### src/rtl/core/lfs_pkg.sv
// Package of the line follow steering block: types, constants and helpers.
// Depends on nothing; used by the interfaces and every module.
`timescale 1ns / 1ps
`default_nettype none

package lfs_pkg;

  localparam int SENSOR_W = 8;
  localparam int SPEED_W  = 16;
  localparam int CFG_IDX_W = 4;
  localparam int SUM_W    = SPEED_W + 2;
  localparam int STEP_W   = 14;

  typedef enum logic [CFG_IDX_W-1:0] {
    CFG_SPEED_MIN    = 4'd0,
    CFG_SPEED_MAX    = 4'd1,
    CFG_CENTER_SPEED = 4'd2,
    CFG_PWM_PERIOD   = 4'd3
  } cfg_idx_t;

  localparam logic [SPEED_W-1:0] RST_SPEED_MIN    = 16'd35000;
  localparam logic [SPEED_W-1:0] RST_SPEED_MAX    = 16'd50000;
  localparam logic [SPEED_W-1:0] RST_CENTER_SPEED = 16'd40000;
  localparam logic [SPEED_W-1:0] RST_PWM_PERIOD   = 16'd64000;
  localparam logic [SPEED_W-1:0] RST_MOTOR_SPEED  = 16'd46000;

  localparam logic signed [STEP_W-1:0] STEP_S1_R = -14'sd6000;
  localparam logic signed [STEP_W-1:0] STEP_S1_L = 14'sd4000;
  localparam logic signed [STEP_W-1:0] STEP_S2_R = -14'sd5000;
  localparam logic signed [STEP_W-1:0] STEP_S2_L = 14'sd3000;
  localparam logic signed [STEP_W-1:0] STEP_S3_R = -14'sd4000;
  localparam logic signed [STEP_W-1:0] STEP_S3_L = 14'sd2000;
  localparam logic signed [STEP_W-1:0] STEP_S6_R = 14'sd2000;
  localparam logic signed [STEP_W-1:0] STEP_S6_L = -14'sd2000;
  localparam logic signed [STEP_W-1:0] STEP_S7_R = 14'sd3000;
  localparam logic signed [STEP_W-1:0] STEP_S7_L = -14'sd3000;
  localparam logic signed [STEP_W-1:0] STEP_S8_R = 14'sd4000;
  localparam logic signed [STEP_W-1:0] STEP_S8_L = -14'sd4000;

  typedef struct packed {
    logic [SPEED_W-1:0] speed_min;
    logic [SPEED_W-1:0] speed_max;
    logic [SPEED_W-1:0] center_speed;
    logic [SPEED_W-1:0] pwm_period;
  } cfg_t;

  typedef struct packed {
    logic                  valid;
    logic [SENSOR_W-1:0]   sensor_levels;
  } in_stage_t;

  typedef struct packed {
    logic                      load_center;
    logic signed [STEP_W-1:0]  right_step;
    logic signed [STEP_W-1:0]  left_step;
  } step_t;

  // Sensors are active low; the first active one in the order 1, 2, 3, 6, 7, 8 wins.
  function automatic step_t select_step(input logic [SENSOR_W-1:0] levels);
    step_t st;
    st = '0;
    if (!levels[0]) begin
      st.right_step = STEP_S1_R;
      st.left_step  = STEP_S1_L;
    end else if (!levels[1]) begin
      st.right_step = STEP_S2_R;
      st.left_step  = STEP_S2_L;
    end else if (!levels[2]) begin
      st.right_step = STEP_S3_R;
      st.left_step  = STEP_S3_L;
    end else if (!levels[5]) begin
      st.right_step = STEP_S6_R;
      st.left_step  = STEP_S6_L;
    end else if (!levels[6]) begin
      st.right_step = STEP_S7_R;
      st.left_step  = STEP_S7_L;
    end else if (!levels[7]) begin
      st.right_step = STEP_S8_R;
      st.left_step  = STEP_S8_L;
    end else if (!levels[3] && !levels[4]) begin
      st.load_center = 1'b1;
    end
    return st;
  endfunction

  // The lower clamp comes first, so the upper clamp wins when they cross.
  function automatic logic [SPEED_W-1:0] clamp_speed(
    input logic signed [SUM_W-1:0] sum,
    input logic [SPEED_W-1:0]      lo,
    input logic [SPEED_W-1:0]      hi
  );
    logic signed [SUM_W-1:0] v;
    v = sum;
    if (v < $signed({2'b00, lo})) begin
      v = $signed({2'b00, lo});
    end
    if (v >= $signed({2'b00, hi})) begin
      v = $signed({2'b00, hi});
    end
    return v[SPEED_W-1:0];
  endfunction

  function automatic logic [SPEED_W-1:0] limit_compare(
    input logic [SPEED_W-1:0] speed,
    input logic [SPEED_W-1:0] period
  );
    logic [SPEED_W-1:0] lim;
    lim = (period >= 16'd2) ? period - 16'd2 : '0;
    return (speed > lim) ? lim : speed;
  endfunction

endpackage

`default_nettype wire

### src/rtl/core/lfs_cfg_regs.sv
// Configuration registers of the steering block, written through the
// register write channel. Depends on lfs_pkg.
`timescale 1ns / 1ps
`default_nettype none

module lfs_cfg_regs import lfs_pkg::*; (
  input  logic                 clk,
  input  logic                 rst_n,
  input  logic                 cfg_valid,
  input  logic [CFG_IDX_W-1:0] cfg_index,
  input  logic [SPEED_W-1:0]   cfg_data,
  output logic                 cfg_ready,
  output cfg_t                 cfg
);

  cfg_t cfg_r;
  cfg_t cfg_nxt;

  assign cfg_ready = 1'b1;
  assign cfg       = cfg_r;

  always_comb begin
    cfg_nxt = cfg_r;
    if (cfg_valid) begin
      case (cfg_idx_t'(cfg_index))
        CFG_SPEED_MIN:    cfg_nxt.speed_min    = cfg_data;
        CFG_SPEED_MAX:    cfg_nxt.speed_max    = cfg_data;
        CFG_CENTER_SPEED: cfg_nxt.center_speed = cfg_data;
        CFG_PWM_PERIOD:   cfg_nxt.pwm_period   = cfg_data;
        default:          cfg_nxt = cfg_r;
      endcase
    end
  end

  always_ff @(posedge clk) begin
    if (!rst_n) begin
      cfg_r.speed_min    <= RST_SPEED_MIN;
      cfg_r.speed_max    <= RST_SPEED_MAX;
      cfg_r.center_speed <= RST_CENTER_SPEED;
      cfg_r.pwm_period   <= RST_PWM_PERIOD;
    end else begin
      cfg_r <= cfg_nxt;
    end
  end

endmodule

`default_nettype wire

### config.mk
export PLATFORM = sky130hd
export DESIGN_NAME = lfs_cfg_regs
export DESIGN_NICKNAME = d
export VERILOG_FILES = /design/src/rtl/core/lfs_pkg.sv /design/src/rtl/core/lfs_cfg_regs.sv
export SDC_FILE = /design/constraint.sdc
export NUM_CORES = 1
export LEC_CHECK = 0
export BUFFER_PORTS_ARGS = -buffer_cell sky130_fd_sc_hd__buf_2
export CAP_MARGIN = 20
export CORE_UTILIZATION = 55
export CTS_BUF_LIST = sky130_fd_sc_hd__clkbuf_4 sky130_fd_sc_hd__clkbuf_8
export DETAILED_ROUTE_END_ITERATION = 8
export PLACE_DENSITY = 0.87
export SYNTH_ARGS = -nofsm -noshare
export SYNTH_HDL_FRONTEND = slang
export SYNTH_SLANG_ARGS = --single-unit
### constraint.sdc
create_clock -name clk -period 2.1 [get_ports clk]
set_input_delay 0.525 -clock clk [delete_from_list [all_inputs] [get_ports clk]]
set_output_delay 0.525 -clock clk [all_outputs]
set_load 0.005 [all_outputs]
; ---- Word level (Yosys, flattened, before mapping)
; Index checks and enable logic that the tools add are counted.
[op_classes]
n_eq_ne = 3
n_reduce_logical = 5
[op_table]
columns = cell, count
row1 = $eq A4 B2 Y1 const B, 2
row2 = $reduce_and A2 Y1, 4
row3 = $eq A4 B1 Y1 const B, 1
row4 = $logic_not A4 Y1, 1
[totals]
out_inout_bits = 65
in_bits = 23
word_cells = 12
regBits = 64

; ---- Logic depth before layout (Yosys ltp)
[logic_depth]
word_depth = 2
depth_mapped = 5
ltp_nobuf = 3

; ---- Worst setup path before layout
; OpenSTA, ideal clock, no wires.
[synth_timing]
path_kind = input port to flip-flop
from = input cfg_index[0]
to = register cfg_r (netlist bit cfg[48])
stages = 5
path_buffers = 2
t_arrival_ns = 1.410
slack_ns = 0.618
path_cell_list = nor4b_4 -> buf_6 -> and2b_1 -> buf_6 -> mux2i_1
[synth_between]
elab_chain_len = 2
[synth_lines]
columns = element, line
row1 = "start, declared", lfs_cfg_regs.sv:10  ; input logic [CFG_IDX_W-1:0] cfg_index,
row2 = $logic_not A4 Y1, lfs_cfg_regs.sv:25  ; case (cfg_idx_t'(cfg_index))
row3 = $reduce_and A2 Y1 (no line), --
row4 = "end signal, assigned", lfs_cfg_regs.sv:42  ; cfg_r <= cfg_nxt;
row5 = "end, declared", lfs_cfg_regs.sv:16  ; cfg_t cfg_r;
; No other way between the ends.
; A chain may end at the register's enable or synchronous reset.

; ---- Worst setup path in the final report
[layout_timing]
from = input cfg_index[0]
to = register cfg_r (netlist bit cfg[30])
[layout_between]
elab_chain_len = 2
[layout_lines]
columns = element, line
row1 = $eq A4 B2 Y1, lfs_cfg_regs.sv:25
row2 = $reduce_and A2 Y1 (no line), --
; No other way between the ends.

==> metrics.md <==
| Metric | Value |
|---|---|
| Fillers | 356 |
| Synth Flop Type | dfxtp_1 |
| Crit path required time | 2.36 ns |
| Slowest stage cell, crit path | nor4b_4 |
| Ys async rst share | 0 |
| Io pins | 88 |
| Via density | 5.09 |
| Area of the multi-input gates | 0.00113 sq mm |
| Largest net degree at the start of global routing | 36 |
| EDFF count, synth | 0 |
| Synth cell types | 23 |
| Gr ovfl total | 0 |
| Synth cell count leaders | 64 x dfxtp_1, 56 x mux2i_1, 56 x nand2_1, 24 x nor2b_1, 8 x a21oi_1 |
| Inst Count DP | 378 |
| XOR/XNOR share of the synthesized area | 0 |
| Vias | 1994 |
| Top delay family on crit path | simple AND/OR/NAND/NOR gates |
| First-pass GRT wire length | 9.10 mm |
| Clock buffer depth | 2 |
| FP Rows | 24 |
| CTS H-tree lvls | 3 |
| Setup Skew | 0 ns |
| FF-to-FF End | cfg[28]$_SDFFE_PN1P_ |
| Setup crit start kind | input pin |
| Yosys warnings | 0 |
| Synth Register Bits | 64 |
| Routed Antenna Nets | 0 |
| Post-CTS setup buffers | 0 |
| Worst path bufs/invs | 1 |
| Fin. Hold Viols | 0 |
| WL/cell | 13.9 um |
| # nets final | 360 |
| Die height | 69.8 um |
| Ranking of synthesized cells by area | dfxtp_1 51%, mux2i_1 22%, nand2_1 8.3% |
| Dpl hpwl | 3.85 mm |
| Period Utilization, post-route | 0.769 |
| Worst Path Arrival | 1.88 ns |
| CTS tree | yes |
| HP Start | cfg_data[11] |
| Hold Crit Depth | 3 |
| Max-Cap Viols | 0 |
| Hold Crit Endpoint | cfg[43]$_SDFFE_PN0P_ |
| Core ar. | 0.00438 sq mm |
| Die Area | 0.00487 sq mm |
| Syn_nets | 274 |
| Port-buffer cells | 86 |
| Crit. End Element | flop |
| Antenna violations before repair | 0 |
| Layout overhead on the synthesized area | 24.7% |
| Critical Path, Cell by Cell | buf_2, nor4b_4, and2_1, mux2i_1 |
| Diode count | 0 |
| Starting Density | 0.577 |
| Fin cells | 392 |
| Layout cell share with drive strength beyond 1 | 0.321 |
| GP Congestion | 0.784 |
| Clk_lat worst skew | 0.33 ns |
| Top-count cell post-synth | dfxtp_1 |
| Hold Crit Class | in -> reg |
| Static Leakage | 1.59 nW |
| Leading area contributor after synthesis | dfxtp_1 |
| Post-Syn Area | 0.00253 sq mm |
| Setup_tns | 0 ns |
| Flop2flop setup slack | 1.30 ns |
| Register area share after synthesis | 0.507 |
| Cells after Synth | 251 |
| PD cells | 760 mW/mm^2 |
| Kind of critical path | in -> reg |
| Final setup fails | 0 |
| Status | finished clean |
| Max FO, Critical Path | 9 |
| DRC Markers | 0 |
| Worst flop-to-flop path startpoint | cfg[28]$_SDFFE_PN1P_ |
| VDD IR-drop max | 0.451 mV |
| Routed wire length | 5.46 mm |
| Syn_area_per_cell | 10.1 sq um |
| Die width | 69.8 um |
| Initial DRC count | 84 |
| DR pass1 iterations | 4 |
| GRT Total Usage | 0.240 |
| RSZ-0062 raised after global routing | false |
| Clock slew at reported path FFs | 0.06 ns |
| Final max-slew violation count | 0 |
| Maximum clock frequency | 619 MHz |
| PostCTS Resize Cnt | 0 |
| CP max stage delay | 0.49 ns |
| Num CTS Buffers | 9 |
| Max reg flops | 64 |
| Post-synthesis adder-cell area fraction | 0 |
| Number of global-route vias before repair | 1981 |
| Storage cell area | 0.00128 sq mm |
| Top cell type's share of synthesized area | 0.507 |
| Clock tree sinks | 64 |
| Multiplexer area fraction after synthesis | 0.222 |
| Synth Area in Compound Gates | 0.0277 |
| Cts hold-fix bufs | 0 |
| Root Driver | clkbuf_8 |
| Post-synthesis simple-gate area fraction | 0.197 |
| Reg2reg path depth | 3 |
| Largest family of logic cells by synthesized area | multiplexers |
| Final Critical Period | 1.62 ns |
-- how the worst max path moves through the flow --
stage / start / end / slack [ns] / cells after the start
4_1_cts: cfg_index[0] / cfg[30]$_SDFFE_PN0P_ / 0.44 / 4
3_3_place_gp: cfg_index[0] / cfg[48]$_SDFFE_PN0P_ / 0.20 / 4
2_1_floorplan: cfg_index[0] / cfg[48]$_SDFFE_PN0P_ / 0.62 / 5
6_report: cfg_index[0] / cfg[30]$_SDFFE_PN0P_ / 0.48 / 4
3_5_place_dp: cfg_index[0] / cfg[30]$_SDFFE_PN0P_ / 0.09 / 4
5_1_grt: cfg_index[0] / cfg[24]$_SDFFE_PN0P_ / 0.37 / 4
-- per-stage QoR --
stage | hold WS [ns] | util | cell area (sq um) | power (W) | worst slack (ns)
after global routing | 0.449 | 0.719 | 3150 | 0.00248 | 0.372
after CTS | 0.441 | 0.719 | 3150 | 0.00242 | 0.437
after global placement | 0.440 | 0.677 | 2970 | 0.00141 | 0.204
after floorplan | 0.451 | - | 2530 | 0.00135 | 0.618
final | 0.453 | 0.719 | 3150 | 0.00240 | 0.485
after detailed placement | 0.449 | 0.677 | 2970 | 0.00141 | 0.0933
-- cells in the final DEF, fill, tap and decap left out --
cell type	Yosys	layout
buf_2	5	86
dfxtp_1	64	64
nand2_1	56	56
mux2i_1	56	56
nor2b_1	24	24
clkbuf_8	0	9
a21oi_1	8	8
buf_4	2	6
nand2b_1	5	5
inv_1	4	4
o211ai_1	4	4
clkbuf_4	0	4
nand3b_1	3	3
nor4b_4	1	1
and2b_1	1	1
nor2_1	1	1
and4b_1	1	1
nand4b_1	1	1
and2_1	1	1
nand2_2	1	1
nand3_1	1	1
nand4_2	1	1
conb_1	1	1
bufinv_16	0	1
-- area by class of cell --
class,instances,area share
clock buffers,13,0.0488
clock inverters,1,0.00952
inverters,4,0.00476
multi-input cells,166,0.359
flip-flops and latches,64,0.406
well taps,52,0.0206
repair buffers,92,0.151
-- worst register-to-register path, cell delays in order, from the launching register on --
cell and delay [ns]:
dfxtp_1 0.31, nand2b_1 0.14, a21oi_1 0.16, a21oi_1 0.06
-- cells by family after synthesis --
kind of cell / after synthesis
flip-flops: 64
other: 1
AO/OA/AOI/OAI: 12
AND/OR/NAND/NOR: 97
buffers and inverters: 21
multiplexers: 56
-- power by group --
| group | switching (W) | total [W] | leakage [nW] | internal, W |
|---|---|---|---|---|
| Clock | 0.000423 | 0.00101 | 0.0972 | 0.000589 |
| Combinational | 0.0000833 | 0.000146 | 0.977 | 0.0000623 |
| Sequential | 0.00000795 | 0.00124 | 0.518 | 0.00123 |
| Total | 0.000515 | 0.00240 | 1.59 | 0.00188 |
-- per-layer routing --
layer,up-vias,wire [um],global-route usage
li1,1001,-,-
met1,911,2460,0.293
met2,71,2490,0.373
met3,11,406,0.0945
met4,0,97,0.104
met5,-,0,0
(Power assumes the default switching activity.)
