--- config.mk ---
export PLATFORM = sky130hd
export DESIGN_NAME = lfs_steer_core
export DESIGN_NICKNAME = d
export VERILOG_FILES = /design/src/rtl/core/lfs_pkg.sv /design/src/rtl/core/lfs_steer_core.sv
export SDC_FILE = /design/constraint.sdc
export NUM_CORES = 1
export LEC_CHECK = 0
export BUFFER_PORTS_ARGS = -buffer_cell sky130_fd_sc_hd__buf_2
export CORE_MARGIN = 2
export CORE_UTILIZATION = 40
export DETAILED_ROUTE_END_ITERATION = 10
export MAX_ROUTING_LAYER = met4
export PLACE_DENSITY = 0.59
export SLEW_MARGIN = 20
export SYNTH_ARGS = -nofsm -noshare
export SYNTH_HDL_FRONTEND = slang
export SYNTH_SLANG_ARGS = --single-unit
--- constraint.sdc ---
create_clock -name clk -period 9.1 [get_ports clk]
set_input_delay 0.455 -clock clk [delete_from_list [all_inputs] [get_ports clk]]
set_output_delay 0.455 -clock clk [all_outputs]
set_load 0.1 [all_outputs]
--- src/rtl/core/lfs_pkg.sv ---
// Package of the line follow steering block: types, constants and helpers.
// Depends on nothing; used by the interfaces and every module.
`timescale 1ns / 1ps
`default_nettype none

package lfs_pkg;

  localparam int SENSOR_W = 8;
  localparam int SPEED_W  = 16;
  localparam int CFG_IDX_W = 4;
  localparam int SUM_W    = SPEED_W + 2;
  localparam int STEP_W   = 14;

  typedef enum logic [CFG_IDX_W-1:0] {
    CFG_SPEED_MIN    = 4'd0,
    CFG_SPEED_MAX    = 4'd1,
    CFG_CENTER_SPEED = 4'd2,
    CFG_PWM_PERIOD   = 4'd3
  } cfg_idx_t;

  localparam logic [SPEED_W-1:0] RST_SPEED_MIN    = 16'd35000;
  localparam logic [SPEED_W-1:0] RST_SPEED_MAX    = 16'd50000;
  localparam logic [SPEED_W-1:0] RST_CENTER_SPEED = 16'd40000;
  localparam logic [SPEED_W-1:0] RST_PWM_PERIOD   = 16'd64000;
  localparam logic [SPEED_W-1:0] RST_MOTOR_SPEED  = 16'd46000;

  localparam logic signed [STEP_W-1:0] STEP_S1_R = -14'sd6000;
  localparam logic signed [STEP_W-1:0] STEP_S1_L = 14'sd4000;
  localparam logic signed [STEP_W-1:0] STEP_S2_R = -14'sd5000;
  localparam logic signed [STEP_W-1:0] STEP_S2_L = 14'sd3000;
  localparam logic signed [STEP_W-1:0] STEP_S3_R = -14'sd4000;
  localparam logic signed [STEP_W-1:0] STEP_S3_L = 14'sd2000;
  localparam logic signed [STEP_W-1:0] STEP_S6_R = 14'sd2000;
  localparam logic signed [STEP_W-1:0] STEP_S6_L = -14'sd2000;
  localparam logic signed [STEP_W-1:0] STEP_S7_R = 14'sd3000;
  localparam logic signed [STEP_W-1:0] STEP_S7_L = -14'sd3000;
  localparam logic signed [STEP_W-1:0] STEP_S8_R = 14'sd4000;
  localparam logic signed [STEP_W-1:0] STEP_S8_L = -14'sd4000;

  typedef struct packed {
    logic [SPEED_W-1:0] speed_min;
    logic [SPEED_W-1:0] speed_max;
    logic [SPEED_W-1:0] center_speed;
    logic [SPEED_W-1:0] pwm_period;
  } cfg_t;

  typedef struct packed {
    logic                  valid;
    logic [SENSOR_W-1:0]   sensor_levels;
  } in_stage_t;

  typedef struct packed {
    logic                      load_center;
    logic signed [STEP_W-1:0]  right_step;
    logic signed [STEP_W-1:0]  left_step;
  } step_t;

  // Sensors are active low; the first active one in the order 1, 2, 3, 6, 7, 8 wins.
  function automatic step_t select_step(input logic [SENSOR_W-1:0] levels);
    step_t st;
    st = '0;
    if (!levels[0]) begin
      st.right_step = STEP_S1_R;
      st.left_step  = STEP_S1_L;
    end else if (!levels[1]) begin
      st.right_step = STEP_S2_R;
      st.left_step  = STEP_S2_L;
    end else if (!levels[2]) begin
      st.right_step = STEP_S3_R;
      st.left_step  = STEP_S3_L;
    end else if (!levels[5]) begin
      st.right_step = STEP_S6_R;
      st.left_step  = STEP_S6_L;
    end else if (!levels[6]) begin
      st.right_step = STEP_S7_R;
      st.left_step  = STEP_S7_L;
    end else if (!levels[7]) begin
      st.right_step = STEP_S8_R;
      st.left_step  = STEP_S8_L;
    end else if (!levels[3] && !levels[4]) begin
      st.load_center = 1'b1;
    end
    return st;
  endfunction

  // The lower clamp comes first, so the upper clamp wins when they cross.
  function automatic logic [SPEED_W-1:0] clamp_speed(
    input logic signed [SUM_W-1:0] sum,
    input logic [SPEED_W-1:0]      lo,
    input logic [SPEED_W-1:0]      hi
  );
    logic signed [SUM_W-1:0] v;
    v = sum;
    if (v < $signed({2'b00, lo})) begin
      v = $signed({2'b00, lo});
    end
    if (v >= $signed({2'b00, hi})) begin
      v = $signed({2'b00, hi});
    end
    return v[SPEED_W-1:0];
  endfunction

  function automatic logic [SPEED_W-1:0] limit_compare(
    input logic [SPEED_W-1:0] speed,
    input logic [SPEED_W-1:0] period
  );
    logic [SPEED_W-1:0] lim;
    lim = (period >= 16'd2) ? period - 16'd2 : '0;
    return (speed > lim) ? lim : speed;
  endfunction

endpackage

`default_nettype wire

--- src/rtl/core/lfs_steer_core.sv ---
// Speed stage of the steering block: kept motor speeds, step selection,
// clamping and the registered compare outputs. Depends on lfs_pkg.
`timescale 1ns / 1ps
`default_nettype none

module lfs_steer_core import lfs_pkg::*; (
  input  logic               clk,
  input  logic               rst_n,
  input  cfg_t               cfg,
  input  in_stage_t          stage,
  output logic               advance,
  output logic               out_valid,
  input  logic               out_ready,
  output logic [SPEED_W-1:0] out_right_compare,
  output logic [SPEED_W-1:0] out_left_compare
);

  logic               out_valid_r;
  logic [SPEED_W-1:0] right_speed_r;
  logic [SPEED_W-1:0] left_speed_r;
  logic [SPEED_W-1:0] right_cmp_r;
  logic [SPEED_W-1:0] left_cmp_r;

  step_t                   step;
  logic signed [SUM_W-1:0] right_sum;
  logic signed [SUM_W-1:0] left_sum;
  logic [SPEED_W-1:0]      right_speed_nxt;
  logic [SPEED_W-1:0]      left_speed_nxt;
  logic                    take;

  assign advance           = !out_valid_r || out_ready;
  assign take              = advance && stage.valid;
  assign out_valid         = out_valid_r;
  assign out_right_compare = right_cmp_r;
  assign out_left_compare  = left_cmp_r;

  always_comb begin
    step = select_step(stage.sensor_levels);
    if (step.load_center) begin
      right_sum = $signed({2'b00, cfg.center_speed});
      left_sum  = $signed({2'b00, cfg.center_speed});
    end else begin
      right_sum = $signed({2'b00, right_speed_r}) + SUM_W'(step.right_step);
      left_sum  = $signed({2'b00, left_speed_r}) + SUM_W'(step.left_step);
    end
    right_speed_nxt = clamp_speed(right_sum, cfg.speed_min, cfg.speed_max);
    left_speed_nxt  = clamp_speed(left_sum, cfg.speed_min, cfg.speed_max);
  end

  always_ff @(posedge clk) begin
    if (!rst_n) begin
      out_valid_r   <= 1'b0;
      right_speed_r <= RST_MOTOR_SPEED;
      left_speed_r  <= RST_MOTOR_SPEED;
    end else begin
      if (advance) begin
        out_valid_r <= stage.valid;
      end
      if (take) begin
        right_speed_r <= right_speed_nxt;
        left_speed_r  <= left_speed_nxt;
      end
    end
  end

  always_ff @(posedge clk) begin
    if (take) begin
      right_cmp_r <= limit_compare(right_speed_nxt, cfg.pwm_period);
      left_cmp_r  <= limit_compare(left_speed_nxt, cfg.pwm_period);
    end
  end

endmodule

`default_nettype wire

* Word-level counts from Yosys, hierarchy flattened *
Index checks and enable logic that the tools add are counted.

cells by class
  add/sub/neg operators = 3
  order comparisons = 7
  muxes and demuxes = 22
  reduce and logical (&&, ||, !) cells = 6

operators with widths
  cell                     number
  $mux W28                 3
  $mux W16                 5
  $mux W26                 3
  $mux W18                 4
  $add A17 B14 Y18         2
  $ge A18 B17 Y1           2
  $lt A18 B17 Y1           2
  $gt A16 B16 Y1           2
  $ge A16 B2 Y1 const B    1
  $sub A16 B2 Y16 const B  1
  $mux W1                  7
  $logic_not A1 Y1         3
  $logic_and A1 B1 Y1      2
  $logic_or A1 B1 Y1       1

word-level totals
  flip-flop bits (word level) = 65
  bits of input ports = 76
  output and inout bits = 34
  word-level logic and storage cells = 43

* Logic depth before layout (Yosys ltp) *
  depth in word-level cells = 16
  depth in mapped cells = 47
  depth with buffers taken out = 42

* Worst setup path before layout *
Ideal clock, no wire load.

  path type = input -> register
  from = in stage[1] (netlist name)
  to = reg right_cmp_r[14], in the netlist out_right_compare[14], data pin
  setup time = 0.269 ns
  arrival time = 8.720 ns
  data required time = 8.831 ns
  slack = 0.111 ns
  stages = 47
  buffers on the path = 8
  path through = buf_2 and3_1 buf_4 nand2_2 inv_1 ha_1 or3_1 and2_1 o21ai_0 xor2_1 a21oi_1 ha_1 a21oi_1 nor2b_1 o21ai_0 o21ai_0 nor3_1 o21ai_0 (+11 left out) a221oi_1 nor3_1 o31ai_1 and2_1 buf_6 buf_12 mux2i_1 inv_1 ha_1 a21oi_1 o22ai_1 o21bai_1 a21oi_1 o31a_1 o21a_1 o21ai_2 buf_2 mux2i_1

on the way
  longest elaborated chain between the ends = 10
  elaborated cells between the ends (all ways) = 12
  classes of those cells = add/sub (1); order compare (3); mux (8)

RTL lines
  element                 line                  source
  from (decl)             lfs_steer_core.sv:10  input in_stage_t stage,
  $mux W28                lfs_pkg.sv:65         end else if (!levels[1]) begin
  $mux W28                lfs_pkg.sv:62         if (!levels[0]) begin
  $add A17 B14 Y18        lfs_steer_core.sv:43  right_sum = $signed({2'b00, right_speed_r}) + SUM_W'(step.right_step);
  $mux W18 *              lfs_steer_core.sv:39  if (step.load_center) begin
  $lt A18 B17 Y1          lfs_pkg.sv:94         if (v < $signed({2'b00, lo})) begin
  $mux W18 *              lfs_pkg.sv:94
  $ge A18 B17 Y1          lfs_pkg.sv:97         if (v >= $signed({2'b00, hi})) begin
  $mux W16 *              lfs_pkg.sv:97
  via right_speed_nxt[2]  lfs_steer_core.sv:27  logic [SPEED_W-1:0] right_speed_nxt;
  $gt A16 B16 Y1 *        lfs_pkg.sv:109        return (speed > lim) ? lim : speed;
  $mux W16 *              lfs_pkg.sv:109
  to (signal assigned)    lfs_steer_core.sv:68  right_cmp_r <= limit_compare(right_speed_nxt, cfg.pwm_period);
  to (decl)               lfs_steer_core.sv:21  logic [SPEED_W-1:0] right_cmp_r;

Mark *: on every way through the listed nets, which the timed path passes. The rest lies on a longest branch.
A chain may end at the register's enable or synchronous reset.

* Worst setup path in the final report *
  from = in stage[5] (netlist name)
  to = reg right_cmp_r[2], in the netlist out_right_compare[2], data pin

on the way
  longest elaborated chain between the ends = 12
  elaborated cells between the ends (all ways) = 16
  classes of those cells = add/sub (1); order compare (3); mux (12)

RTL lines
  element                 line                  source
  $mux W26                lfs_pkg.sv:71         end else if (!levels[5]) begin
  $mux W28                lfs_pkg.sv:68         end else if (!levels[2]) begin
  $mux W28                lfs_pkg.sv:65
  $mux W28                lfs_pkg.sv:62
  $add A17 B14 Y18        lfs_steer_core.sv:43
  $mux W18 *              lfs_steer_core.sv:39
  $lt A18 B17 Y1          lfs_pkg.sv:94
  $mux W18 *              lfs_pkg.sv:94
  $ge A18 B17 Y1          lfs_pkg.sv:97
  $mux W16 *              lfs_pkg.sv:97
  via right_speed_nxt[5]  lfs_steer_core.sv:27
  $gt A16 B16 Y1 *        lfs_pkg.sv:109
  $mux W16 *              lfs_pkg.sv:109

Marks and branches as above.

==> metrics.md <==
| Metric | Value |
|---|---|
| Status | `finished, final reports clean` |
| Syn_area_per_cell | `between 8 and 9 um^2` |
| DP HPWL | `21.6 mm` |
| Via/cell ratio | `5.54` |
| Multi-input gate area | `roughly 5800 um^2` |
| First-pass GRT wire length | `40.1 mm` |
| GR Util All Layers | `0.262` |
| Final setup violation count | `0` |
| Cell Area, Synth | `between 7000 and 8000 um^2` |
| Vias in the first global route | `7172` |
| Synth top area share | `0.200` |
| Largest net degree at the start of global routing | `76` |
| Sequential cell area | `about 1600 um^2` |
| Slowest cell delay on critical path | `0.37 ns` |
| Overflow left after global routing | `0` |
| CP max FO | `16` |
| Async S/R FF share, synth | `0` |
| Post-Place Setup Slack | `-0.0213 ns` |
| CP delay by family, top | `compound AO/OA/AOI/OAI gates` |
| Post-synth EDFFs | `32` |
| Slew Viols, Final | `0` |
| Routed Antenna Nets | `0` |
| R2R setup slack | `~0.81 ns` |
| Worst-margin pin slew | `0.837 ns` |
| Ant. Diodes | `0` |
| Cell area after layout | `roughly 9300 um^2` |
| Critical path required time | `9.28 ns` |
| Post-synthesis cell type count | `between 60 and 70` |
| Crit-path slowest cell | `ha_1` |
| Reg-to-reg endpoint | `out_right_compare[2]` |
| Final worst slack | `between 0.5 and 0.6 ns` |
| Max cap viols | `0` |
| Crit path DAT | `8.71 ns` |
| Hold buffers post-CTS | `0` |
| Cells after synthesis | `~980` |
| Clk pin slew, worst setup/hold paths | `around 0.050 ns` |
| Beginning of the worst hold path | `stage[8]` |
| Critical path startpoint category | `input pin` |
| TNS Setup | `0 ns` |
| Fin crit share | `0.938` |
| Final design utilization | `0.480` |
| Final Critical Period | `8.53 ns` |
| Slew margin rel. | `0.441` |
| Nets | `about 1300` |
| RD Place Congestion | `0.950` |
| H-Tree Depth | `3` |
| R2R depth | `40` |
| Nets in the synthesized netlist | `between 1000 and 1500` |
| Synth Register Bits | `65` |
| Count of input and output buffers | `approximately 110` |
| CTS buffer count | `9` |
| CP Capture Type | `flip-flop` |
| Placed Instance Area | `just under 9000 um^2` |
| Sink Count | `65` |
| Chip Height | `144 um` |
| Share of layout cells above drive strength 1 | `0.190` |
| Starting Density | `0.405` |
| Top cells by area, synth | `ha_1, edfxtp_1, dfxtp_1` |
| Chip Width | `between 100 and 150 um` |
| Detailed Routing Iterations Pass 1 | `5` |
| DRC viols | `0` |
| Area grow syn2layout | `18.6%` |
| Synth area leader | `ha_1` |
| Fillers | `1957` |
| Worst Path Buf+Inv | `5` |
| Clock root cell | `clkbuf_16` |
| Ys flop type | `dfxtp_1` |
| Vias | `between 7000 and 8000` |
| Skew-Pair Late Insertion Delay | `between 0.3 and 0.4 ns` |
| Maximum clock rate | `117 MHz` |
| Aggregate routed wire length | `between 20 and 30 mm` |
| Worst hold stages | `3` |
| IO Pins | `110` |
| Seq/Total Area, Yosys | `0.207` |
| DR iter-0 viols | `530` |
| Reg-to-Reg Start | `right_speed_r[3]` |
| Core area | `a little under 20000 um^2` |
| CTS tree | `yes` |
| CTS max path bufs | `2` |
| Fin. Hold Viols | `0` |
| Die footprint | `between 20000 and 25000 um^2` |
| Drt wl/cell | `19.0 um` |
| Initial antenna violation count | `0` |
| Critical path class | `input pin to flip-flop` |
| CP dominant cell by count | `ha_1` |
| Clock Skews | `~0.011 ns` |
| Hold EP | `out_valid` |
| Hold Path Class | `input pin to flip-flop` |
| Row count | `51` |
| Yosys warning count | `0` |
[cell type report]
class,count,share of cell area
Clock inverter,1,0.000539
Sequential cell,65,0.175
Inverter,77,0.0320
Tap cell,265,0.0357
Timing Repair Buffer,159,0.104
Clock buffer,15,0.0322
Multi-Input combinational cell,794,0.621
[synthesized netlist by cell type (3+ instances only)]
master	count
o21a_1	9
edfxtp_1	32
xor2_1	11
and4_1	4
mux2i_1	51
nand2_1	108
nand4_1	15
clkbuf_1	23
o21ai_0	45
ha_1	125
nor3b_1	6
a21o_1	33
nand3_1	28
a21oi_1	82
dfxtp_1	33
a211oi_1	10
nand2b_1	11
buf_2	7
a2111oi_0	3
mux2_2	11
a31oi_1	9
nor2b_1	14
a221oi_1	6
nor4_1	6
or3_1	3
o211ai_1	15
and2_1	3
buf_6	3
nor2_1	70
o21ai_1	6
a31o_2	3
o21bai_1	6
inv_1	74
a211o_1	3
xnor2_1	17
and3_1	7
o31ai_1	10
buf_4	4
nor3_1	28
[sequential cells by signal, indices dropped and copies added (netlist names)]
register and cells:
left_speed_r 16, out_left_compare 16, out_right_compare 16, right_speed_r 16
out_valid 1
[worst max path at each step]
stage	start	endpoint	slack (ns)	cells after the start
finish	stage[5]	out_right_compare[2]	0.57	43
global route	stage[5]	out_right_compare[11]	-0.004	43
CTS	stage[5]	out_right_compare[14]	0.29	42
detailed placement	stage[5]	out_right_compare[14]	-0.02	42
global placement	stage[5]	out_right_compare[4]	0.17	42
floorplan	stage[1]	out_right_compare[14]	0.11	47
[cell families (layout without fill, tap and decap cells)]
family,after synthesis,in the layout,synth area share
AND/OR/NAND/NOR,311,311,0.187
AO/OA/AOI/OAI,265,265,0.223
adder cells (fa/ha/maj),127,127,0.205
buffers and inverters,116,252,0.0636
flip-flops,65,65,0.207
multiplexers,63,63,0.0830
XOR/XNOR,28,28,0.0313
[worst register-to-register path: cells and delay by family, from the launching register on]
family / cells / cell delay, ns
AO/OA/AOI/OAI: 21 / 3.79
XOR/XNOR: 1 / 0.19
adder cells (fa/ha/maj): 6 / 1.89
buffers and inverters: 4 / 0.67
flip-flops: 1 / 0.36
multiplexers: 2 / 0.48
AND/OR/NAND/NOR: 6 / 0.76
[per-stage QoR]
step,hold WS [ns],std cells
floorplan,0.441,975
global placement,0.462,1357
detailed placement,0.472,1357
CTS,0.377,1373
global route,0.413,1376
finish,0.382,1376
[per-layer routing]
metal	GRT usage	part of all wire	vias to the layer above
met2	0.404	0.45	207
met1	0.358	0.47	3552
met4	0.0759	0.026	0
li1	-	-	3825
met3	0.0347	0.049	36
met5	-	0	-
[cells in the final DEF, fill, tap and decap left out, types with 5 or more instances in the layout]
master	instances
ha_1	125
buf_2	109
nand2_1	108
a21oi_1	78
inv_1	73
nor2_1	70
mux2i_1	50
buf_4	46
o21ai_0	45
a21o_1	33
dfxtp_1	33
edfxtp_1	32
nand3_1	28
nor3_1	26
xnor2_1	17
nand4_1	15
o211ai_1	15
nor2b_1	14
nand2b_1	11
mux2_2	11
xor2_1	11
clkbuf_16	10
a211oi_1	9
o31ai_1	9
o21a_1	9
a31oi_1	8
and3_1	7
o21bai_1	6
nor4_1	6
nor3b_1	6
o21ai_1	5
a221oi_1	5
[timing repair]
item / in CTS / in global routing
endpoints found under the setup margin: 0 / 16
setup buffers: 0 / 3
gates resized for setup: 0 / 14
Power is left out: the tool's default activity adds up to more than one toggle a clock period on the data nets, which glitch-free logic cannot reach.
