**src/rtl/core/lfs_pkg.sv**
```systemverilog
// Package of the line follow steering block: types, constants and helpers.
// Depends on nothing; used by the interfaces and every module.
`timescale 1ns / 1ps
`default_nettype none

package lfs_pkg;

  localparam int SENSOR_W = 8;
  localparam int SPEED_W  = 16;
  localparam int CFG_IDX_W = 4;
  localparam int SUM_W    = SPEED_W + 2;
  localparam int STEP_W   = 14;

  typedef enum logic [CFG_IDX_W-1:0] {
    CFG_SPEED_MIN    = 4'd0,
    CFG_SPEED_MAX    = 4'd1,
    CFG_CENTER_SPEED = 4'd2,
    CFG_PWM_PERIOD   = 4'd3
  } cfg_idx_t;

  localparam logic [SPEED_W-1:0] RST_SPEED_MIN    = 16'd35000;
  localparam logic [SPEED_W-1:0] RST_SPEED_MAX    = 16'd50000;
  localparam logic [SPEED_W-1:0] RST_CENTER_SPEED = 16'd40000;
  localparam logic [SPEED_W-1:0] RST_PWM_PERIOD   = 16'd64000;
  localparam logic [SPEED_W-1:0] RST_MOTOR_SPEED  = 16'd46000;

  localparam logic signed [STEP_W-1:0] STEP_S1_R = -14'sd6000;
  localparam logic signed [STEP_W-1:0] STEP_S1_L = 14'sd4000;
  localparam logic signed [STEP_W-1:0] STEP_S2_R = -14'sd5000;
  localparam logic signed [STEP_W-1:0] STEP_S2_L = 14'sd3000;
  localparam logic signed [STEP_W-1:0] STEP_S3_R = -14'sd4000;
  localparam logic signed [STEP_W-1:0] STEP_S3_L = 14'sd2000;
  localparam logic signed [STEP_W-1:0] STEP_S6_R = 14'sd2000;
  localparam logic signed [STEP_W-1:0] STEP_S6_L = -14'sd2000;
  localparam logic signed [STEP_W-1:0] STEP_S7_R = 14'sd3000;
  localparam logic signed [STEP_W-1:0] STEP_S7_L = -14'sd3000;
  localparam logic signed [STEP_W-1:0] STEP_S8_R = 14'sd4000;
  localparam logic signed [STEP_W-1:0] STEP_S8_L = -14'sd4000;

  typedef struct packed {
    logic [SPEED_W-1:0] speed_min;
    logic [SPEED_W-1:0] speed_max;
    logic [SPEED_W-1:0] center_speed;
    logic [SPEED_W-1:0] pwm_period;
  } cfg_t;

  typedef struct packed {
    logic                  valid;
    logic [SENSOR_W-1:0]   sensor_levels;
  } in_stage_t;

  typedef struct packed {
    logic                      load_center;
    logic signed [STEP_W-1:0]  right_step;
    logic signed [STEP_W-1:0]  left_step;
  } step_t;

  // Sensors are active low; the first active one in the order 1, 2, 3, 6, 7, 8 wins.
  function automatic step_t select_step(input logic [SENSOR_W-1:0] levels);
    step_t st;
    st = '0;
    if (!levels[0]) begin
      st.right_step = STEP_S1_R;
      st.left_step  = STEP_S1_L;
    end else if (!levels[1]) begin
      st.right_step = STEP_S2_R;
      st.left_step  = STEP_S2_L;
    end else if (!levels[2]) begin
      st.right_step = STEP_S3_R;
      st.left_step  = STEP_S3_L;
    end else if (!levels[5]) begin
      st.right_step = STEP_S6_R;
      st.left_step  = STEP_S6_L;
    end else if (!levels[6]) begin
      st.right_step = STEP_S7_R;
      st.left_step  = STEP_S7_L;
    end else if (!levels[7]) begin
      st.right_step = STEP_S8_R;
      st.left_step  = STEP_S8_L;
    end else if (!levels[3] && !levels[4]) begin
      st.load_center = 1'b1;
    end
    return st;
  endfunction

  // The lower clamp comes first, so the upper clamp wins when they cross.
  function automatic logic [SPEED_W-1:0] clamp_speed(
    input logic signed [SUM_W-1:0] sum,
    input logic [SPEED_W-1:0]      lo,
    input logic [SPEED_W-1:0]      hi
  );
    logic signed [SUM_W-1:0] v;
    v = sum;
    if (v < $signed({2'b00, lo})) begin
      v = $signed({2'b00, lo});
    end
    if (v >= $signed({2'b00, hi})) begin
      v = $signed({2'b00, hi});
    end
    return v[SPEED_W-1:0];
  endfunction

  function automatic logic [SPEED_W-1:0] limit_compare(
    input logic [SPEED_W-1:0] speed,
    input logic [SPEED_W-1:0] period
  );
    logic [SPEED_W-1:0] lim;
    lim = (period >= 16'd2) ? period - 16'd2 : '0;
    return (speed > lim) ? lim : speed;
  endfunction

endpackage

`default_nettype wire

```
**src/rtl/core/lfs_in_stage.sv**
```systemverilog
// Input register of the steering block; holds one sensor request until the
// speed stage takes it. Depends on lfs_pkg.
`timescale 1ns / 1ps
`default_nettype none

module lfs_in_stage import lfs_pkg::*; (
  input  logic                clk,
  input  logic                rst_n,
  input  logic                in_valid,
  input  logic [SENSOR_W-1:0] in_sensor_levels,
  output logic                in_ready,
  input  logic                advance,
  output in_stage_t           stage
);

  logic                valid_r;
  logic                valid_nxt;
  logic [SENSOR_W-1:0] sensor_r;

  assign in_ready = !valid_r || advance;
  assign stage    = '{valid: valid_r, sensor_levels: sensor_r};

  always_comb begin
    valid_nxt = valid_r;
    if (in_valid && in_ready) begin
      valid_nxt = 1'b1;
    end else if (advance) begin
      valid_nxt = 1'b0;
    end
  end

  always_ff @(posedge clk) begin
    if (!rst_n) begin
      valid_r <= 1'b0;
    end else begin
      valid_r <= valid_nxt;
    end
  end

  always_ff @(posedge clk) begin
    if (in_valid && in_ready) begin
      sensor_r <= in_sensor_levels;
    end
  end

endmodule

`default_nettype wire

```
**config.mk**
```make
export PLATFORM = sky130hd
export DESIGN_NAME = lfs_in_stage
export DESIGN_NICKNAME = d
export VERILOG_FILES = /design/src/rtl/core/lfs_pkg.sv /design/src/rtl/core/lfs_in_stage.sv
export SDC_FILE = /design/constraint.sdc
export NUM_CORES = 1
export LEC_CHECK = 0
export ABC_AREA = 1
export BUFFER_PORTS_ARGS = -buffer_cell sky130_fd_sc_hd__buf_2
export CORE_AREA = 2 2 39 41
export DETAILED_ROUTE_END_ITERATION = 10
export DIE_AREA = 0 0 41 43
export REMOVE_ABC_BUFFERS = 1
export SLEW_MARGIN = 20
export SYNTH_ARGS = -nofsm -noshare
export SYNTH_HDL_FRONTEND = slang
export SYNTH_SLANG_ARGS = --single-unit
```
**constraint.sdc**
```tcl
create_clock -name clk -period 1.5 [get_ports clk]
set_input_delay 0.225 -clock clk [delete_from_list [all_inputs] [get_ports clk]]
set_output_delay 0.225 -clock clk [all_outputs]
set_load 0.03 [all_outputs]
```
---- After elaboration in Yosys (flattened, before gate mapping) ----
Cells that the tools add are included.
W data, S select, Z words.
word-level totals
  word-level logic and storage cells ...... 8
  flip-flop bits (word level) ............. 9
  output and inout bits ................... 10
operators by class
  muxes and demuxes ....................... 2
  reductions and logical operators ........ 4
operators by type and width
  operator             number
  $mux W1              2
  $reduce_bool A2 Y1   1
  $logic_and A1 B1 Y1  1
  $logic_not A1 Y1     1
  $logic_or A1 B1 Y1   1

---- Depth between registers and ports, before layout ----
Gate-level depths: netlist of run 1.
  word-level depth ........................ 4
  gate-level depth with buffers ........... 3

---- Worst setup path after synthesis of run 1 ----
OpenSTA, ideal clock, no wires.
  path kind ............................... flip-flop to flip-flop
  start point ............................. register valid_r
  end point ............................... register sensor_r[0], enable pin
  path slack .............................. 342 ps
  path buffers ............................ 0
  library setup time ...................... 375 ps
  cell stages (with the launch flop) ...... 2
  clock period less this slack ............ 1,158 ps
  arrival ................................. 783 ps
  data required time ...................... 1,125 ps
  path through ............................ dfxtp_1 -> a21oi_1
on the way
  word-level cells in the longest chain between the ends .. 3
RTL lines
  what                    RTL line            RTL
  start, declared         lfs_in_stage.sv:16  logic valid_r;
  start signal, assigned  lfs_in_stage.sv:36  valid_r <= valid_nxt;
  $logic_not A1 Y1        lfs_in_stage.sv:20  assign in_ready = !valid_r || advance;
  $logic_or A1 B1 Y1      lfs_in_stage.sv:20
  $logic_and A1 B1 Y1     lfs_in_stage.sv:41  if (in_valid && in_ready) begin
  end signal, assigned    lfs_in_stage.sv:42  sensor_r <= in_sensor_levels;
  end, declared           lfs_in_stage.sv:18  logic [SENSOR_W-1:0] sensor_r;
No other way between the ends.
A chain may end at the register's enable or synchronous reset.

---- Worst setup path after layout of run 1 ----
  start point ............................. register valid_r
  end point ............................... output port in_ready
on the way
  word-level cells in the longest chain between the ends .. 2
RTL lines
  what                RTL line            RTL
  $logic_not A1 Y1    lfs_in_stage.sv:20
  $logic_or A1 B1 Y1  lfs_in_stage.sv:20
  end, declared       lfs_in_stage.sv:11  output logic in_ready,
No other way between the ends.

==> key figures, run 1 <==
Worst setup path
  – Setup CP Type: register to output pin
  – CP endpoint kind: output pin
  – WP data required: approximately 1300 ps
  – Crit path launch type: register
  – Worst-path maximum fanout: 3
  – Worst R2R Path Depth: 2
  – Critical path origin: valid_r
  – Worst path arrival time: approximately 860 ps
  – Reg2reg start: valid_r
  – RR Endpoint: sensor_r[2]
  – Critical Path End: in_ready
  – R2R Setup Slk: between 500 and 600 ps

STA
  – Slew HR: about 89%
  – Slew Viols, Final: 0
  – Final period util: 72.0%
  – RSZ-0062 raised after global routing: no
  – Worst-Margin Slew: 159 ps
  – Hold Fails Final Rpt: 0
  – Period minus WS final: between 1000 and 1500 ps
  – Worst setup margin: around 420 ps
  – Clock skew: about 1.7 ps
  – Setup violations, final: 0
  – Setup_tns: 0 ps
  – Highest Clock Rate: 926 MHz
  – Final hold slack: about 150 ps

Pwr
  – Leakage: between 0.2 and 0.25 nW
  – Switching part of the total: a little under a quarter
  – Tot Pwr: ~0.55 mW
  – Power Density: roughly 1200 nW/µm²
  – Pint: around 0.42 mW
  – Part of the power in registers: 53.8%
  – Gate power share: roughly 14%
  – Share of total power in the clock network: between 30% and 40%
  – Reported net switching power: between 0.1 and 0.15 mW
  – Peak supply drop: around 0.38 mV

Routing
  – Iteration-0 DRC count of the detailed router: 0
  – Vias: 210
  – Via-per-instance ratio: 3.68
  – DRC Markers: 0
  – Final wirelength: slightly above 600 µm
  – DRT Pass-1 Iters: 1
  – Routed len/inst: ~11 µm
  – Detail Route Antenna Nets: 0

Clock network
  – Post-CTS setup repair buffer count: 0
  – Clk slew on worst S/H paths: 60 ps
  – TritonCTS clock tree: built
  – Clock root cell: clkbuf_4
  – Post-CTS Hold Buffers: 0
  – CTS sink count: 9
  – Worst-Skew Late Latency: 250 ps
  – CTS H-tree lvls: 1
  – Clk buf depth: 2
  – PostCTS Resize Cnt: 0
  – Cts bufs inserted: 3

GRT
  – GR Util met3: 3.14%
  – Pin count of the biggest net entering global routing: 9
  – Most Crowded Layer GR: met2
  – Global-route wire length before repair: roughly 950 µm
  – Tot GR Track Use: between 8 and 9%
  – M1 GR Usage: 11.4%
  – Gr ovfl total: 0
  – Met2 Track Usage GR: roughly 12%
  – Vias in the first global route: between 200 and 250
  – Number of antenna violations at the first check in global routing: 0

Finish
  – Final Instance Area: around 450 µm²
  – Share of cells above drive strength 1: between 60% and 70%
  – Ant diodes: 0
  – Fin nets: 54
  – Util after Layout: between 30% and 40%
  – Synth-to-Final Area Change: 50.6%
  – Non-filler instance count after layout: 57

Logic synthesis
  – Syn Std Cell Area: approximately 300 µm²
  – Post-synth EDFFs: 8
  – Register area share after synthesis: 87.0%
  – Synth Register Bits: 9
  – Synth cell count leaders: 8 x edfxtp_1, 2 x inv_1
  – Netlist cell types: 8
  – Post-synth ARST share: 0%
  – Post-Synthesis Cells: 16
  – Main synth FF type: edfxtp_1
  – Top cells by area, synth: edfxtp_1 80%, dfxtp_1 6.7%, a21oi_2 2.9%, buf_4 2.5%, inv_1 2.5%
  – Syn Area/Cell: 18.7 µm²
  – Cell with the most instances after synthesis: edfxtp_1
  – Yosys top cell area share: ~80%
  – Synth warn: 0
  – Synth area leader: edfxtp_1

Die
  – Die Span X: approximately 40 µm
  – Chip height: ~43 µm
  – FP Rows: 14
  – Die area: 1760 µm²
  – CORE AREA: 1380 µm²
  – Starting density of the core: a little over a fifth
  – Ports: 22

Place
  – Port bufs: 21
  – Cell Count Post-Placement: between 50 and 60
  – Dpl ws: 547 ps
  – Area after DPL: roughly 420 µm²
  – GPL Wtd Cong: ~0.65

Hold path
  – Min-delay worst type: primary input to register

Flow run
  – Max Cap Violations: 0

Outcome
  – Status: completed
==> worst min path at each step <==
stage	startpoint	to	slack [ps]	cells past startpoint
after floorplan	in_sensor_levels[0]	sensor_r[0]	320	0
after global routing	in_sensor_levels[6]	sensor_r[6]	130	1
after detailed placement	in_sensor_levels[6]	sensor_r[6]	410	1
after global placement	in_sensor_levels[7]	sensor_r[7]	400	1
after CTS	in_sensor_levels[6]	sensor_r[6]	140	1
final	in_sensor_levels[7]	sensor_r[7]	150	1
==> metal layers <==
layer | up-vias | share of wire (%)
li1 | 105 | -
met1 | 83 | 41
met2 | 22 | 42
met3 | 0 | 17
met4 | 0 | 0
met5 | - | 0
==> cell type report <==
type / instances / area [µm²]
fillers: 157 / 933
flip-flops and latches: 9 / 260
repair buffers: 22 / 113
clock buffers: 4 / 26.3
multi-input cells: 3 / 20.0
well taps: 16 / 20.0
inverters: 3 / 11.3
==> flip-flops by register name (all words and copies together), names as in the netlist <==
signal / count
sensor_r: 8
valid_r: 1
==> power groups by stage <==
stage	clock network [mW]	logic [mW]	registers (mW)
floorplan	0	0.0123	0.330
global placement	0	0.0738	0.300
detailed placement	0	0.0756	0.300
CTS	0.188	0.0758	0.295
global route	0.210	0.0808	0.296
finish	0.179	0.0742	0.294
==> cell usage in the layout (no fill, tap or decap) <==
master	count
clkbuf_4	3
dfxtp_1	1
buf_2	21
inv_2	1
a21oi_1	1
a21oi_2	1
clkbuf_1	1
edfxtp_1	8
nand2_2	1
inv_1	2
buf_4	1
==> kinds of logic after synthesis <==
family / share of synthesized area (%)
flip-flops: 87.0
buffers and inverters: 6.28
AO/OA/AOI/OAI: 4.60
AND/OR/NAND/NOR: 2.09
==> worst max-delay path: stages, from the launching register on <==
cell	delay, ps
dfxtp_1	360
nand2_2	70
buf_2	170
Power figures use the tool's default switching activity.
==> run 2: changes to the inputs <==
clock period = 1 ns   (was 1.5 ns; I/O delays follow)
==> run 2 against run 1 <==
  * Clock power up 52%
  * Global-route usage down 0.19 points
  * Sequential power up 50%
  * Highest routed layer is now met4
==> key figures, run 2 (same netlist as run 1, synthesis figures left out) <==
Routing
  – Iteration-0 DRC count of the detailed router: 0 (unchanged)
  – DRT Pass-1 Iters: 1 (unchanged)
  – Vias: 208 (-0.95%)
  – Final wirelength: 595 µm (-3.7%)
  – Via-per-instance ratio: 3.65 (-0.95%)
  – DRC Markers: 0 (unchanged)
  – Routed len/inst: 10.4 µm (-3.7%)
  – Detail Route Antenna Nets: 0 (unchanged)

Clock network
  – Clk slew on worst S/H paths: 60 ps (about the same)
  – Worst-Skew Late Latency: 250 ps (about the same)
  – Post-CTS setup repair buffer count: 0 (unchanged)
  – Clock root cell: clkbuf_4
  – Cts bufs inserted: 3 (unchanged)
  – CTS H-tree lvls: 1 (unchanged)
  – Clk buf depth: 2 (unchanged)
  – PostCTS Resize Cnt: 2 (+2)
  – CTS sink count: 9 (unchanged)
  – TritonCTS clock tree: built
  – Post-CTS Hold Buffers: 0 (unchanged)

STA
  – Period minus WS final: around 970 ps
  – Clock skew: 1.54 ps (-0.167 ps)
  – Slew Viols, Final: 0 (unchanged)
  – Slew HR: 89.2% (-0.22 points)
  – Worst-Margin Slew: 163 ps (+3.36 ps)
  – Highest Clock Rate: around 1000 MHz
  – RSZ-0062 raised after global routing: no
  – Final period util: between 90% and 100%
  – Setup violations, final: 0 (unchanged)
  – Setup_tns: 0 ps (unchanged)
  – Hold Fails Final Rpt: 0 (unchanged)

Finish
  – Non-filler instance count after layout: 57 (unchanged)
  – Most frequent cells in the layout: 19 x buf_2, 8 x edfxtp_1, 3 x clkbuf_4
  – Largest register FFs: 8 (unchanged)
  – Share of cells above drive strength 1: 70.7% (+2.4 points)
  – Synth-to-Final Area Change: 54.0%
  – Ant diodes: 0 (unchanged)
  – Commonest non-fill, non-tap cell in the layout: buf_2
  – Fin nets: 54 (unchanged)
  – Biggest regs: sensor_r x8, valid_r x1
  – Final Instance Area: 460 µm² (+2.2%)
  – Largest Register: sensor_r

GRT
  – GR Util met3: 7.33% (+4.2 points)
  – Most Crowded Layer GR: met1
  – Met2 Track Usage GR: 8.75% (-2.8 points)
  – Pin count of the biggest net entering global routing: 9 (unchanged)
  – Vias in the first global route: 196 (-16%)
  – Gr ovfl total: 0 (unchanged)
  – M1 GR Usage: 10.1% (-1.3 points)
  – Tot GR Track Use: 8.56% (-0.19 points)
  – Number of antenna violations at the first check in global routing: 0 (unchanged)
  – Global-route wire length before repair: 862 µm (-9.5%)

Place
  – Cell Count Post-Placement: 53 (unchanged)
  – Area after DPL: 424 µm² (unchanged)
  – Port bufs: 21 (unchanged)
  – GPL Wtd Cong: 0.639 (-2.2%)

Worst setup path
  – R2R Setup Slk: 70 ps (-480 ps)
  – Worst-path maximum fanout: 1 (-2)
  – CP endpoint kind: output pin
  – Crit-path max cell delay: 380 ps (+20 ps)
  – Buf+Inv Stages, Crit Path: 1 (unchanged)
  – Crit path launch type: register
  – Reg2reg start: valid_r
  – WP data required: 850 ps (-420 ps)
  – Slowest CP cell: edfxtp_1
  – Setup CP Type: register to output pin
  – RR Endpoint: sensor_r[1]
  – Worst path cell trace: buf_4
  – Worst path arrival time: 820 ps (-40 ps)
  – Worst R2R Path Depth: 2 (unchanged)
  – Delay-heaviest family, CP: flip-flops

Die
  – Chip height: 43 µm (unchanged)
  – CORE AREA: 1380 µm² (unchanged)
  – Die Span X: 41 µm (unchanged)
  – FP Rows: 14 (unchanged)
  – Starting density of the core: 21.6% (unchanged)
  – Die area: 1760 µm² (unchanged)
  – Ports: 22 (unchanged)

Hold path
  – Worst-case hold path end point: sensor_r[0]
  – Hold Path Origin: in_sensor_levels[0]
  – Min-delay worst type: primary input to register
  – Min-Delay Path Depth: 1 (unchanged)

Pwr
  – Leakage: 0.212 nW (+2.1%)
  – Share of total power in the clock network: 32.8% (+0.2 points)
  – Power Density: 1800 nW/µm² (+48%)
  – Pint: 0.630 mW (+51%)
  – Part of the power in registers: 53.3% (-0.5 points)
  – Gate power share: 13.9% (+0.3 points)
  – Switching part of the total: 24.1% (+0.23 points)
  – Peak supply drop: 0.648 mV (+72%)
  – Reported net switching power: 0.200 mW (+53%)

Outcome
  – Status: completed

Flow run
  – Max Cap Violations: 0 (unchanged)
## run 2: through the flow
stage	power (mW)	util, %	worst slack [ps]	hold slack [ps]
5_1_grt	0.871	33.3	2.03	53.6
2_1_floorplan	0.513	-	-299	249
3_5_place_dp	0.561	30.7	73.0	329
6_report	0.829	33.3	28.6	66.6
4_1_cts	0.841	32.8	13.3	55.3
3_3_place_gp	0.560	30.7	89.8	333
## run 2: power groups by stage
stage                     combinational (mW)  sequential [mW]  clock (mW)
after floorplan                       0.0184            0.495           0
after global placement                 0.111            0.449           0
after detailed placement               0.112            0.449           0
after CTS                              0.114            0.442       0.286
after global routing                   0.125            0.443       0.303
final                                  0.115            0.442       0.272
## run 2: per-layer routing
layer  vias to the layer above  routed length, µm
met5                         -                  0
met3                         2                119
met2                        22                204
met1                        81                266
met4                         0                  4
li1                        103                  -
## run 2: worst max path at each step
| stage | from | to | depth (start not counted) |
|---|---|---|---|
| 2_1_floorplan | valid_r | sensor_r[0] | 1 |
| 3_3_place_gp | valid_r | sensor_r[3] | 2 |
| 3_5_place_dp | valid_r | sensor_r[3] | 2 |
| 4_1_cts | sensor_r[0] | stage[0] | 1 |
| 5_1_grt | valid_r | in_ready | 2 |
| 6_report | sensor_r[0] | stage[0] | 1 |
## run 2: cell type report
class | instances | area [µm²]
fillers | 138 | 923
flip-flops and latches | 9 | 262
repair buffers | 22 | 121
clock buffers | 4 | 26.3
multi-input cells | 3 | 20.0
well taps | 16 | 20.0
inverters | 3 | 11.3
